**config.mk**
```make
export PLATFORM = sky130hd
export DESIGN_NAME = lfa_ctrl
export DESIGN_NICKNAME = d
export VERILOG_FILES = /design/src/rtl/lfa_pkg.sv /design/src/rtl/lfa_ctrl.sv
export SDC_FILE = /design/constraint.sdc
export NUM_CORES = 1
export LEC_CHECK = 0
export ABC_AREA = 1
export BUFFER_PORTS_ARGS = -buffer_cell sky130_fd_sc_hd__buf_2
export CORE_AREA = 10 10 47 49
export CTS_CLUSTER_DIAMETER = 80
export DETAILED_ROUTE_END_ITERATION = 7
export DIE_AREA = 0 0 57 59
export GPL_TIMING_DRIVEN = 1
export PLACE_DENSITY = 0.71
export SYNTH_ARGS = -nofsm -noshare
export SYNTH_HDL_FRONTEND = slang
export SYNTH_SLANG_ARGS = --single-unit
```
**constraint.sdc**
```tcl
create_clock -name clk -period 1.3 [get_ports clk]
set_input_delay 0.065 -clock clk [delete_from_list [all_inputs] [get_ports clk]]
set_output_delay 0.065 -clock clk [all_outputs]
set_load 0.02 [all_outputs]
```
**src/rtl/lfa_pkg.sv**
```systemverilog
// Types, constants and direction table function for the line fit angle sweep.
package lfa_pkg;

  localparam int COORD_W = 16;
  localparam int CTR_W   = 20;
  localparam int Q15_W   = 16;
  localparam int DX_W    = 21;
  localparam int PROD_W  = 37;
  localparam int DIFF_W  = 38;
  localparam int IDX_W   = 8;

  localparam logic [63:0] HALF_PI_Q31 = 64'd3373259426;
  localparam logic [63:0] ONE_Q30     = 64'd1073741824;
  localparam int TERMS = 8;

  localparam logic [63:0] SIN_DEN [TERMS] = '{64'd6, 64'd20, 64'd42, 64'd72,
                                              64'd110, 64'd156, 64'd210, 64'd272};
  localparam logic [63:0] COS_DEN [TERMS] = '{64'd2, 64'd12, 64'd30, 64'd56,
                                              64'd90, 64'd132, 64'd182, 64'd240};

  typedef struct packed {
    logic signed [COORD_W-1:0] point_x;
    logic signed [COORD_W-1:0] point_y;
    logic                      last_point;
  } lfa_in_t;

  typedef struct packed {
    logic signed [CTR_W-1:0] center_x;
    logic signed [CTR_W-1:0] center_y;
    logic signed [Q15_W-1:0] dir_cos;
    logic signed [Q15_W-1:0] dir_sin;
    logic [IDX_W-1:0]        angle_index;
    logic                    overflow;
  } lfa_out_t;

  typedef struct packed {
    logic in_take;
    logic div_start;
    logic sw_start;
    logic rd_issue;
    logic cmp;
    logic out_load;
  } lfa_cmd_t;

  typedef struct packed {
    logic div_done;
    logic rd_last;
    logic pipe_busy;
    logic ang_last;
    logic out_free;
  } lfa_sts_t;

  typedef enum logic [7:0] {
    ST_LOAD     = 8'b0000_0001,
    ST_DIV_GO   = 8'b0000_0010,
    ST_DIV_WAIT = 8'b0000_0100,
    ST_SW_START = 8'b0000_1000,
    ST_SWEEP    = 8'b0001_0000,
    ST_DRAIN    = 8'b0010_0000,
    ST_COMPARE  = 8'b0100_0000,
    ST_DONE     = 8'b1000_0000
  } lfa_state_t;

  function automatic logic [Q15_W-1:0] to_q15(input logic signed [63:0] acc);
    logic signed [63:0] a;
    logic signed [63:0] v;
    a = (acc < 0) ? 64'sd0 : acc;
    v = (a + 64'sd16384) >>> 15;
    return (v > 64'sd32767) ? 16'sd32767 : v[Q15_W-1:0];
  endfunction

  // t: angle in 2^-32 turn; returns {cos, sin} in Q1.15
  function automatic logic [2*Q15_W-1:0] dir_of(input logic [31:0] t);
    logic [1:0]         quad;
    logic [63:0]        r;
    logic [63:0]        x;
    logic [63:0]        x2;
    logic [63:0]        ts;
    logic [63:0]        tc;
    logic signed [63:0] acc_s;
    logic signed [63:0] acc_c;
    logic [Q15_W-1:0]   cq;
    logic [Q15_W-1:0]   sq;
    logic [Q15_W-1:0]   c;
    logic [Q15_W-1:0]   s;
    quad  = t[31:30];
    r     = {34'd0, t[29:0]};
    x     = (r * HALF_PI_Q31 + (64'd1 << 30)) >> 31;
    x2    = (x * x) >> 30;
    ts    = x;
    tc    = ONE_Q30;
    acc_s = $signed(x);
    acc_c = $signed(ONE_Q30);
    for (int k = 0; k < TERMS; k++) begin
      ts = ((ts * x2) >> 30) / SIN_DEN[k];
      tc = ((tc * x2) >> 30) / COS_DEN[k];
      if ((k % 2) == 0) begin
        acc_s = acc_s - $signed(ts);
        acc_c = acc_c - $signed(tc);
      end else begin
        acc_s = acc_s + $signed(ts);
        acc_c = acc_c + $signed(tc);
      end
    end
    cq = to_q15(acc_c);
    sq = to_q15(acc_s);
    case (quad)
      2'd0:    begin c = cq;  s = sq;  end
      2'd1:    begin c = -sq; s = cq;  end
      2'd2:    begin c = -cq; s = -sq; end
      default: begin c = sq;  s = -cq; end
    endcase
    return {c, s};
  endfunction

endpackage

```
**src/rtl/lfa_ctrl.sv**
```systemverilog
// Controller state machine sequencing load, mean division, angle sweep and output.
module lfa_ctrl (
  input  logic              clk,
  input  logic              rst_n,
  input  logic              in_valid,
  input  logic              in_last,
  output logic              in_ready,
  input  lfa_pkg::lfa_sts_t sts,
  output lfa_pkg::lfa_cmd_t cmd
);
  import lfa_pkg::*;

  lfa_state_t state_r, state_nxt;

  always_ff @(posedge clk) begin
    if (!rst_n) begin
      state_r <= ST_LOAD;
    end else begin
      state_r <= state_nxt;
    end
  end

  always_comb begin
    state_nxt = state_r;
    cmd       = '0;
    in_ready  = 1'b0;
    unique case (state_r)
      ST_LOAD: begin
        in_ready    = 1'b1;
        cmd.in_take = in_valid;
        if (in_valid && in_last) begin
          state_nxt = ST_DIV_GO;
        end
      end
      ST_DIV_GO: begin
        cmd.div_start = 1'b1;
        state_nxt     = ST_DIV_WAIT;
      end
      ST_DIV_WAIT: begin
        if (sts.div_done) begin
          state_nxt = ST_SW_START;
        end
      end
      ST_SW_START: begin
        cmd.sw_start = 1'b1;
        state_nxt    = ST_SWEEP;
      end
      ST_SWEEP: begin
        cmd.rd_issue = 1'b1;
        if (sts.rd_last) begin
          state_nxt = ST_DRAIN;
        end
      end
      ST_DRAIN: begin
        if (!sts.pipe_busy) begin
          state_nxt = ST_COMPARE;
        end
      end
      ST_COMPARE: begin
        cmd.cmp   = 1'b1;
        state_nxt = sts.ang_last ? ST_DONE : ST_SW_START;
      end
      ST_DONE: begin
        if (sts.out_free) begin
          cmd.out_load = 1'b1;
          state_nxt    = ST_LOAD;
        end
      end
      default: state_nxt = ST_LOAD;
    endcase
  end

endmodule

```
==> results of run 1 <==
[placed cells by master, fill, tap and decap left out, types with 4 or more instances in the layout]
cell type	n
buf_2	10
buf_4	6
dfxtp_2	5
inv_1	15
inv_2	4
nand2_1	17
nand2_2	5
nand3_1	8
nand3_2	5
nor2_1	13
nor2_2	5
nor2_4	7
[per-stage QoR]
stage | total power, mW | hold WS, ps | cells
floorplan | 0.990 | 149 | 96
global placement | 1.16 | 302 | 128
detailed placement | 1.17 | 308 | 128
CTS | 1.43 | 43.6 | 132
global route | 1.82 | 52.1 | 133
finish | 1.69 | 48.9 | 133
[worst min path at each step]
| stage | start | end | slack, ps | cells past startpoint |
|---|---|---|---|---|
| global placement | rst_n | state_r[0] | 300 | 2 |
| global route | rst_n | state_r[0] | 50 | 2 |
| CTS | rst_n | state_r[0] | 40 | 2 |
| floorplan | rst_n | state_r[0] | 150 | 1 |
| finish | rst_n | state_r[0] | 50 | 2 |
| detailed placement | rst_n | state_r[0] | 310 | 2 |
[where the power goes]
part	switching [mW]	internal [mW]
Clock	0.0807	0.105
Sequential	0.0854	0.320
Combinational	0.678	0.425
[worst max-delay path: cells and delay by family, from the launching register on]
family | cells | cell delay (ps)
buffers and inverters | 2 | 240
flip-flops | 1 | 360
AND/OR/NAND/NOR | 3 | 370
[what timing repair did]
action,4_1_cts,5_1_grt
buffers inserted,1,1
pin swaps,3,6
resized for setup,7,33
endpoints found under the setup margin,4,11
[area by class of cell]
| cell class | instances | area share |
|---|---|---|
| clock buffers | 3 | 0.0270 |
| inverters | 20 | 0.0931 |
| multi-input cells | 68 | 0.506 |
| flip-flops and latches | 8 | 0.209 |
| well taps | 16 | 0.0240 |
| repair buffers | 18 | 0.141 |
[kinds of logic (layout without fill, tap and decap cells)]
logic type	after synthesis	in the layout	synth area share
and+or+nand+nor	65	65	0.556
AOI/OAI and AO/OA	3	3	0.0308
DFF	8	8	0.281
buffers and inverters	20	41	0.132
[routing by layer]
layer | track usage | part of all wire | up-vias
li1 | - | - | 339
met1 | 0.100 | 0.44 | 294
met2 | 0.135 | 0.48 | 16
met3 | 0.0236 | 0.042 | 4
met4 | 0.101 | 0.040 | 0
met5 | 0 | 0 | -
==> results.md, run 1 <==
- Status: complete, no violations
- Slowest-stage cell, CP: dfxtp_4
- Largest register FFs: 8
- Vias per cell: between 4 and 5
- Synth cell count leaders: nand2_1, nor2_1, inv_1
- Critical path capture point: cmd[1]
- Layout cells sized above 1: 0.504
- H-tree Lvls: 1
- Fillers: about 130
- CTS Buffer Depth: 2
- Largest net degree at the start of global routing: 7
- Drt total wl: 1620 um
- Clk sinks: 8
- Worst path arrival time: roughly 1200 ps
- Max rail drop VDD: 1210 uV
- Fraction of registers with async set/reset: 0
- Pwr dens: 2030 nW/um^2
- Die area: approximately 3400 um^2
- Reg area: 174 um^2
- Synth Area per Inst: slightly below 6 um^2
- Gr usage total: 0.0918
- Setup TNS: 0 ps
- Antenna-violating nets left: 0
- Port buffer count: 15
- Area fraction of the dominant cell type after synthesis: 0.281
- Max cap viols: 0
- Drt first pass iters: 4
- Top cells by area, synth: dfxtp_1, nand2_1, nor2_1, inv_1, nand3_1
- Final Hold Viols: 0
- Top flop regs: state_r: 8 flops
- Most used cell, CP: nor2_4
- Relative slew slack: 0.831
- WL/cell: around 12 um
- Ys Warns: 0
- Die height: 59 um
- Final worst slack: between 10 and 15 ps
- Reg with most FFs: state_r
- I/O Pins: 16
- WS Path Type: reg2out
- Launch point of the worst reg-to-reg path: state_r[5]
- Iter 0 DRT Violations: 18
- Ant diodes: 0
- Min-Delay Path Class: in2reg
- Half-perimeter wire length after placement: around 1200 um
- Final routed DRC violation total: 0
- Fin Clk Skew: between 1 and 1.5 ps
- Critical Path End Type: output pin
- Post-Synthesis Cells: between 90 and 100
- Most frequent cell after synthesis: nand2_1
- Antenna violations before repair: 0
- Total grt overflow: 0
- #FFs+latches synth: 8
- Largest stage delay on the critical path: around 360 ps
- RSZ-0062 raised after global routing: yes
- Element type at the critical path start: flip-flop
- Post-route cell area: roughly 830 um^2
- Cell accounting for the most synthesized area: dfxtp_1
- Vias in the first global route: slightly below 600
- Sequential fraction of the synthesis area: 0.281
- First-pass GRT wire length: 2370 um
- Top FF cell, synth: dfxtp_1
- Multi-input gate area: between 400 and 500 um^2
- Final Core Density: 0.595
- Core area: approximately 1400 um^2
- Max Slew Vio Count: 0
- RePlAce Congestion: a little under 0.8
- Starting Density: 0.406
- Worst R2R End: state_r[0]
- EDFF count, synth: 0
- CTS tree: yes
- Site Rows: 14
- Cell variety after synth: 16
- Die X: between 50 and 60 um
- R2R Setup Slk: roughly 70 ps
- Lkg Pwr: slightly above 0.4 nW
- Nets: roughly 130
- CTS Buf Count: 3
- Worst endpoint required time: 1240 ps
- Worst-Skew Late Latency: between 200 and 300 ps
- Worst setup path startpoint: state_r[5]
- Max FO, Critical Path: 4
- Fmax: ~0.78 GHz
- Worst-Margin Slew: about 250 ps
- Area Growth Syn to Fin: 46.4%
- Tmin final: 1290 ps
- Reg clk slew, reported paths: 50 ps
- # setup viols final: 0
- Net Count, Synth: approximately 110
- DP Area: 677 um^2
- Crit share post-route: 0.989
- Post-placement setup slack: between 40 and 50 ps
- CTS root buf: clkbuf_4
- Hold buffers post-CTS: 0
- Mapped Area: around 570 um^2
- Worst-path cell chain: nor2_4 -> buf_4 -> nand3_2 -> nor2_4 -> buf_6
- R2R cell count: 9
- Via count: between 600 and 700
Note: power is estimated with default switching activity, not from simulation.
==> run 2, diff against run 1 <==
==> constraint.sdc (replaced) <==
create_clock -name clk -period 1.3 [get_ports clk]
set_input_delay 0.195 -clock clk [delete_from_list [all_inputs] [get_ports clk]]
set_output_delay 0.195 -clock clk [all_outputs]
set_load 0.02 [all_outputs]
==> results.md, run 2 (synthesis gave the netlist of run 1 again) <==
- Multi-input gate area: 474 um^2 (+12%)
- Top flop regs: state_r: 8 flops
- Antenna-violating nets left: 0 (unchanged)
- CTS tree: yes
- Pwr dens: 2150 nW/um^2 (+5.6%)
- Relative slew slack: 0.818 (-0.0135)
- First-pass GRT wire length: 2790 um (+18%)
- Via count: 680 (+4.1%)
- Net Sw Power: 1.03 mW (+22%)
- Gr usage total: 0.103 (+0.0108)
- Post-placement setup slack: 7.50 ps (-32.6 ps)
- Layout cells sized above 1: 0.581 (+0.0764)
- Final worst slack: -112 ps (-127 ps)
- Seq pwr share: 0.197 (-0.042)
- Largest net degree at the start of global routing: 7 (unchanged)
- Internal: 1.04 mW (+23%)
- CTS root buf: clkbuf_4
- Lkg Pwr: 0.452 nW (+10%)
- Largest stage delay on the critical path: 360 ps (about the same)
- Starting Density: 0.406 (unchanged)
- CTS Buf Count: 3 (unchanged)
- Total grt overflow: 0 (unchanged)
- Iter 0 DRT Violations: 11 (-7)
- Drt first pass iters: 4 (unchanged)
- Die X: 57 um (unchanged)
- Vias in the first global route: 666 (+12%)
- Die area: 3360 um^2 (unchanged)
- Switching share of power: 0.497 (-0.00142)
- Vias per cell: 4.86 (-1.1%)
- RSZ-0062 raised after global routing: yes
- Nets: 135 (+5.5%)
- Critical Path End Type: output pin
- Slowest-stage cell, CP: dfxtp_4
- Element type at the critical path start: flip-flop
- Port buffer count: 15 (unchanged)
- Worst-path cell chain: nor2_4 -> nand2_2 -> buf_4 -> nor2_4 -> buf_6
- Antenna violations before repair: 0 (unchanged)
- Clk sinks: 8 (unchanged)
- Final routed DRC violation total: 0 (unchanged)
- H-tree Lvls: 1 (unchanged)
- Commonest cells after routing, fill and taps aside: nand2_1, nor2_1, inv_1
- Reg clk slew, reported paths: 60 ps (about the same)
- Site Rows: 14 (unchanged)
- CTS Buffer Depth: 2 (unchanged)
- Drt total wl: 1900 um (+17%)
- Status: complete, but fails checks
- Worst endpoint required time: 1110 ps (-130 ps)
- Max Slew Vio Count: 0 (unchanged)
- WS Path Type: reg2out
- Max rail drop VDD: 1260 uV (+4.4%)
- Worst-Margin Slew: 272 ps (+20.7 ps)
- Fillers: 109 (-16%)
- # setup viols final: 9 (+9)
- Fin Clk Skew: 7.54 ps (+6.13 ps)
- Crit share post-route: 1.09 (+0.0979)
- Commonest non-fill, non-tap cell in the layout: nand2_1
- Power share of the clock group: 0.097 (-0.013)
- Violated checks: negative setup slack
- Fmax: 0.708 GHz (-9.0%)
- Most used cell, CP: nor2_4
- Max FO, Critical Path: 4 (unchanged)
- Max cap viols: 0 (unchanged)
- Final Core Density: 0.688 (+0.0938)
- Tmin final: 1410 ps (+127 ps)
- RePlAce Congestion: 0.833 (+5.2%)
- Worst path arrival time: 1220 ps (about the same)
- Worst-Skew Late Latency: 270 ps (+20 ps)
- Hold buffers post-CTS: 0 (unchanged)
- WL/cell: 13.6 um (+12%)
- Die height: 59 um (unchanged)
- Min-Delay Path Class: in2reg
- Largest register FFs: 8 (unchanged)
- Area Growth Syn to Fin: 69.5%
- Core area: 1400 um^2 (unchanged)
- Gate power share: 0.707 (+0.056)
- Reg with most FFs: state_r
- Half-perimeter wire length after placement: 1200 um (-1.2%)
- Final Hold Viols: 0 (unchanged)
- Reg area: 180 um^2 (+3.6%)
- Ant diodes: 0 (unchanged)
- I/O Pins: 16 (unchanged)
## run 2: per-layer routing
layer	GRT usage	vias to the layer above	wire length [um]
li1	-	352	-
met1	0.0955	303	685
met2	0.191	21	1070
met3	0.0472	4	109
met4	0.0403	0	39
met5	0	-	0
## run 2: timing repair
action / CTS / global route
setup endpoints to repair: 8 / 13
endpoints found under the hold margin: 0 / 0
gates resized for setup: 27 / 34
buffers inserted: 5 / 5
pin swaps: 9 / 10
## run 2: path summary, 6_finish.rpt
check,from,end,slack (ps),depth (start not counted)
worst max-delay path,state_r[4],cmd[3],-110,5
worst min-delay path,rst_n,state_r[0],180,2
worst max register to register,state_r[4],state_r[0],-30,9
worst min register to register,state_r[5],state_r[5],540,2
## run 2: area by class of cell
cell class,instances,area share
Tap cell,16,0.0208
Inverter,20,0.0804
Clock buffer,3,0.0233
Timing Repair Buffer,25,0.197
Multi-Input combinational cell,68,0.492
Sequential cell,8,0.187
## run 2: through the flow
step                      TNS (ps)  instance area [um^2]  hold slack (ps)  instances  power [mW]
after floorplan                  0                   581              279         96       0.998
after global placement           0                   676              437        127        1.17
after detailed placement         0                   676              449        127        1.18
after CTS                     -352                   805              179        135        1.59
after global routing         -1120                   965              179        140        2.20
final                         -557                   965              183        140        2.07
## run 2: critical path, delay by kind of cell, from the launching register on
kind,cells,cell delay (ps)
flip-flops,1,360
AND/OR/NAND/NOR,3,320
buffers and inverters,2,280
## run 2: power by group through the flow
stage / Combinational [mW] / Clock (mW) / Sequential, mW
6_report: 1.46 / 0.201 / 0.407
5_1_grt: 1.56 / 0.226 / 0.414
4_1_cts: 0.999 / 0.203 / 0.390
3_5_place_dp: 0.816 / 0 / 0.360
3_3_place_gp: 0.808 / 0 / 0.359
2_1_floorplan: 0.651 / 0 / 0.348
==> run 3, diff against run 2 <==
- PLACE_DENSITY: 0.71 -> 0.68
==> results.md, run 3 (synthesis gave the netlist of run 1 again) <==
- Relative slew slack: 0.831 (+0.0129)
- Max Slew Vio Count: 0 (unchanged)
- Reg with most FFs: state_r
- Worst-Margin Slew: 253 ps (-19.2 ps)
- Drt total wl: 1800 um (-5.2%)
- Fin Clk Skew: 6.15 ps (-1.39 ps)
- Largest delay contributor family on the critical path: simple AND/OR/NAND/NOR gates
- Total grt overflow: 0 (unchanged)
- Clk sinks: 8 (unchanged)
- Worst-path cell chain: inv_2 -> nand2_2 -> nor2_4 -> nand2_4 -> nor2_4 -> buf_6
- RSZ-0062 raised after global routing: yes
- Die height: 59 um (unchanged)
- WS Path Type: reg2out
- Final Power: 1.90 mW (-8.5%)
- Crit path buffers/inverters: 2 (unchanged)
- Hold buffers post-CTS: 0 (unchanged)
- Reg clk slew, reported paths: 60 ps (about the same)
- Violated checks: negative setup slack
- M1 WL: 762 um (+11%)
- Finished Layout Cells: 137 (-2.1%)
- Die X: 57 um (unchanged)
- Fillers: 122 (+12%)
- Nets: 132 (-2.2%)
- Drt first pass iters: 4 (unchanged)
- Pwr dens: 2090 nW/um^2 (-2.7%)
- CTS tree: yes
- First-pass GRT wire length: 2750 um (-1.5%)
- Final worst slack: -92.2 ps (+20.3 ps)
- Net Sw Power: 0.936 mW (-9.0%)
- R2R cell count: 10 (+1)
- Antenna violations before repair: 0 (unchanged)
- Starting Density: 0.406 (unchanged)
- Lkg Pwr: 0.436 nW (-3.6%)
- Worst endpoint required time: 1110 ps (about the same)
- Gate power share: 0.689 (-0.018)
- Final routed DRC violation total: 0 (unchanged)
- Core area: 1400 um^2 (unchanged)
- Port buffer count: 15 (unchanged)
- Fmax: 0.718 GHz (+1.5%)
- Site Rows: 14 (unchanged)
- Largest stage delay on the critical path: 360 ps (about the same)
- Layout cells sized above 1: 0.554 (-0.0269)
- Seq pwr share: 0.209 (+0.012)
- Internal: 0.959 mW (-8.0%)
- Max rail drop VDD: 1400 uV (+11%)
- Max FO, Critical Path: 4 (unchanged)
- Hold_ws: 171 ps (-11.6 ps)
- Gr usage total: 0.100 (-0.00260)
- Iter 0 DRT Violations: 14 (+3)
- Die area: 3360 um^2 (unchanged)
- Top layer in use: met4
- # setup viols final: 8 (-1)
- Half-perimeter wire length after placement: 1260 um (+5.3%)
- Most used cell, CP: nor2_4
- Worst path arrival time: 1200 ps (-20 ps)
- Commonest cells after routing, fill and taps aside: nand2_1, nor2_1, inv_1
- Top flop regs: state_r: 8 flops
- Max cap viols: 0 (unchanged)
- Vias per cell: 4.99 (+2.8%)
- Vias in the first global route: 646 (-3.0%)
- Largest net degree at the start of global routing: 7 (unchanged)
- Worst-Skew Late Latency: 260 ps (about the same)
- Critical Path Stages: 6 (+1)
- Largest register FFs: 8 (unchanged)
- Commonest non-fill, non-tap cell in the layout: nand2_1
- Final Hold Viols: 0 (unchanged)
- Slowest-stage cell, CP: dfxtp_4
- CTS Buffer Depth: 2 (unchanged)
- Crit share post-route: 1.07 (-0.0156)
- Via count: 684 (+0.59%)
- Antenna-violating nets left: 0 (unchanged)
- CTS root buf: clkbuf_4
- DR WL met3: 100 um (-8.3%)
- WL/cell: 13.2 um (-3.1%)
- Met2 WL: 904 um (-16%)
- Element type at the critical path start: flip-flop
- H-tree Lvls: 1 (unchanged)
- Worst Hold Depth: 2 (unchanged)
- Ant diodes: 0 (unchanged)
- Min-Delay Path Class: in2reg
- Critical Path End Type: output pin
- CTS Buf Count: 3 (unchanged)
- Placed Cells incl. Taps: 128 (+0.79%)
- I/O Pins: 16 (unchanged)
- Tmin final: 1390 ps (-20.3 ps)
- Switching share of power: 0.494 (-0.00254)
- Status: complete, but fails checks
- Area Growth Syn to Fin: 59.3%
- Power share of the clock group: 0.102 (+0.005)
- RePlAce Congestion: 0.862 (+3.5%)
## run 3: cell count changes in the layout (fill, tap and decap cells not counted), sizes merged
cell  change
buf       -3
## run 3: power by group through the flow
stage               sequential, mW  clock (mW)  combinational [mW]
floorplan                    0.348           0               0.651
global placement             0.358           0               0.819
detailed placement           0.361           0               0.834
CTS                          0.369       0.198                1.05
global route                 0.405       0.213                1.40
finish                       0.396       0.193                1.31
## run 3: area by class of cell
cell class	instances	area, um^2	area share
clock buffer	3	22.5	0.0248
inverter	20	77.6	0.0855
multi-input combinational	68	444	0.490
sequential	8	175	0.193
tap	16	20.0	0.0221
timing repair buffer	22	168	0.185
## run 3: timing repair
item | 4_1_cts | 5_1_grt
pin swaps | 6 | 9
endpoints found under the setup margin | 8 | 12
setup buffers | 4 | 2
gates resized for setup | 25 | 29
## run 3: per-layer routing
layer,track usage,vias to the layer above
met2,0.181,17
met4,0.0369,0
met5,0,-
met1,0.100,317
met3,0.0408,6
li1,-,344
## run 3: final timing paths
kind / startpoint / endpoint / slack (ps)
hold / removal: rst_n / state_r[0] / 170
setup reg to reg: state_r[7] / state_r[5] / 0
hold reg to reg: state_r[5] / state_r[5] / 660
setup / recovery: state_r[3] / cmd[5] / -90
## run 3: per-stage QoR
step                TNS, ps  utilization  area, um^2  setup WS [ps]
CTS                    -556        0.574         805          -97.4
detailed placement        0        0.488         683           14.8
finish                 -296        0.647         907          -92.2
floorplan                 0            -         581           65.5
global route           -911        0.647         907           -144
global placement          0        0.488         683           52.4
## run 3: worst reg2reg max path, stage by stage (launching register included)
cell and delay [ps]:
dfxtp_2 340, nor2_4 120, nand2_2 90, inv_4 80, buf_4 140, nand3_2 110, nand2_1 120, nor2_1 40
nand3_1 60, nand2_1 50, nor2_1 90
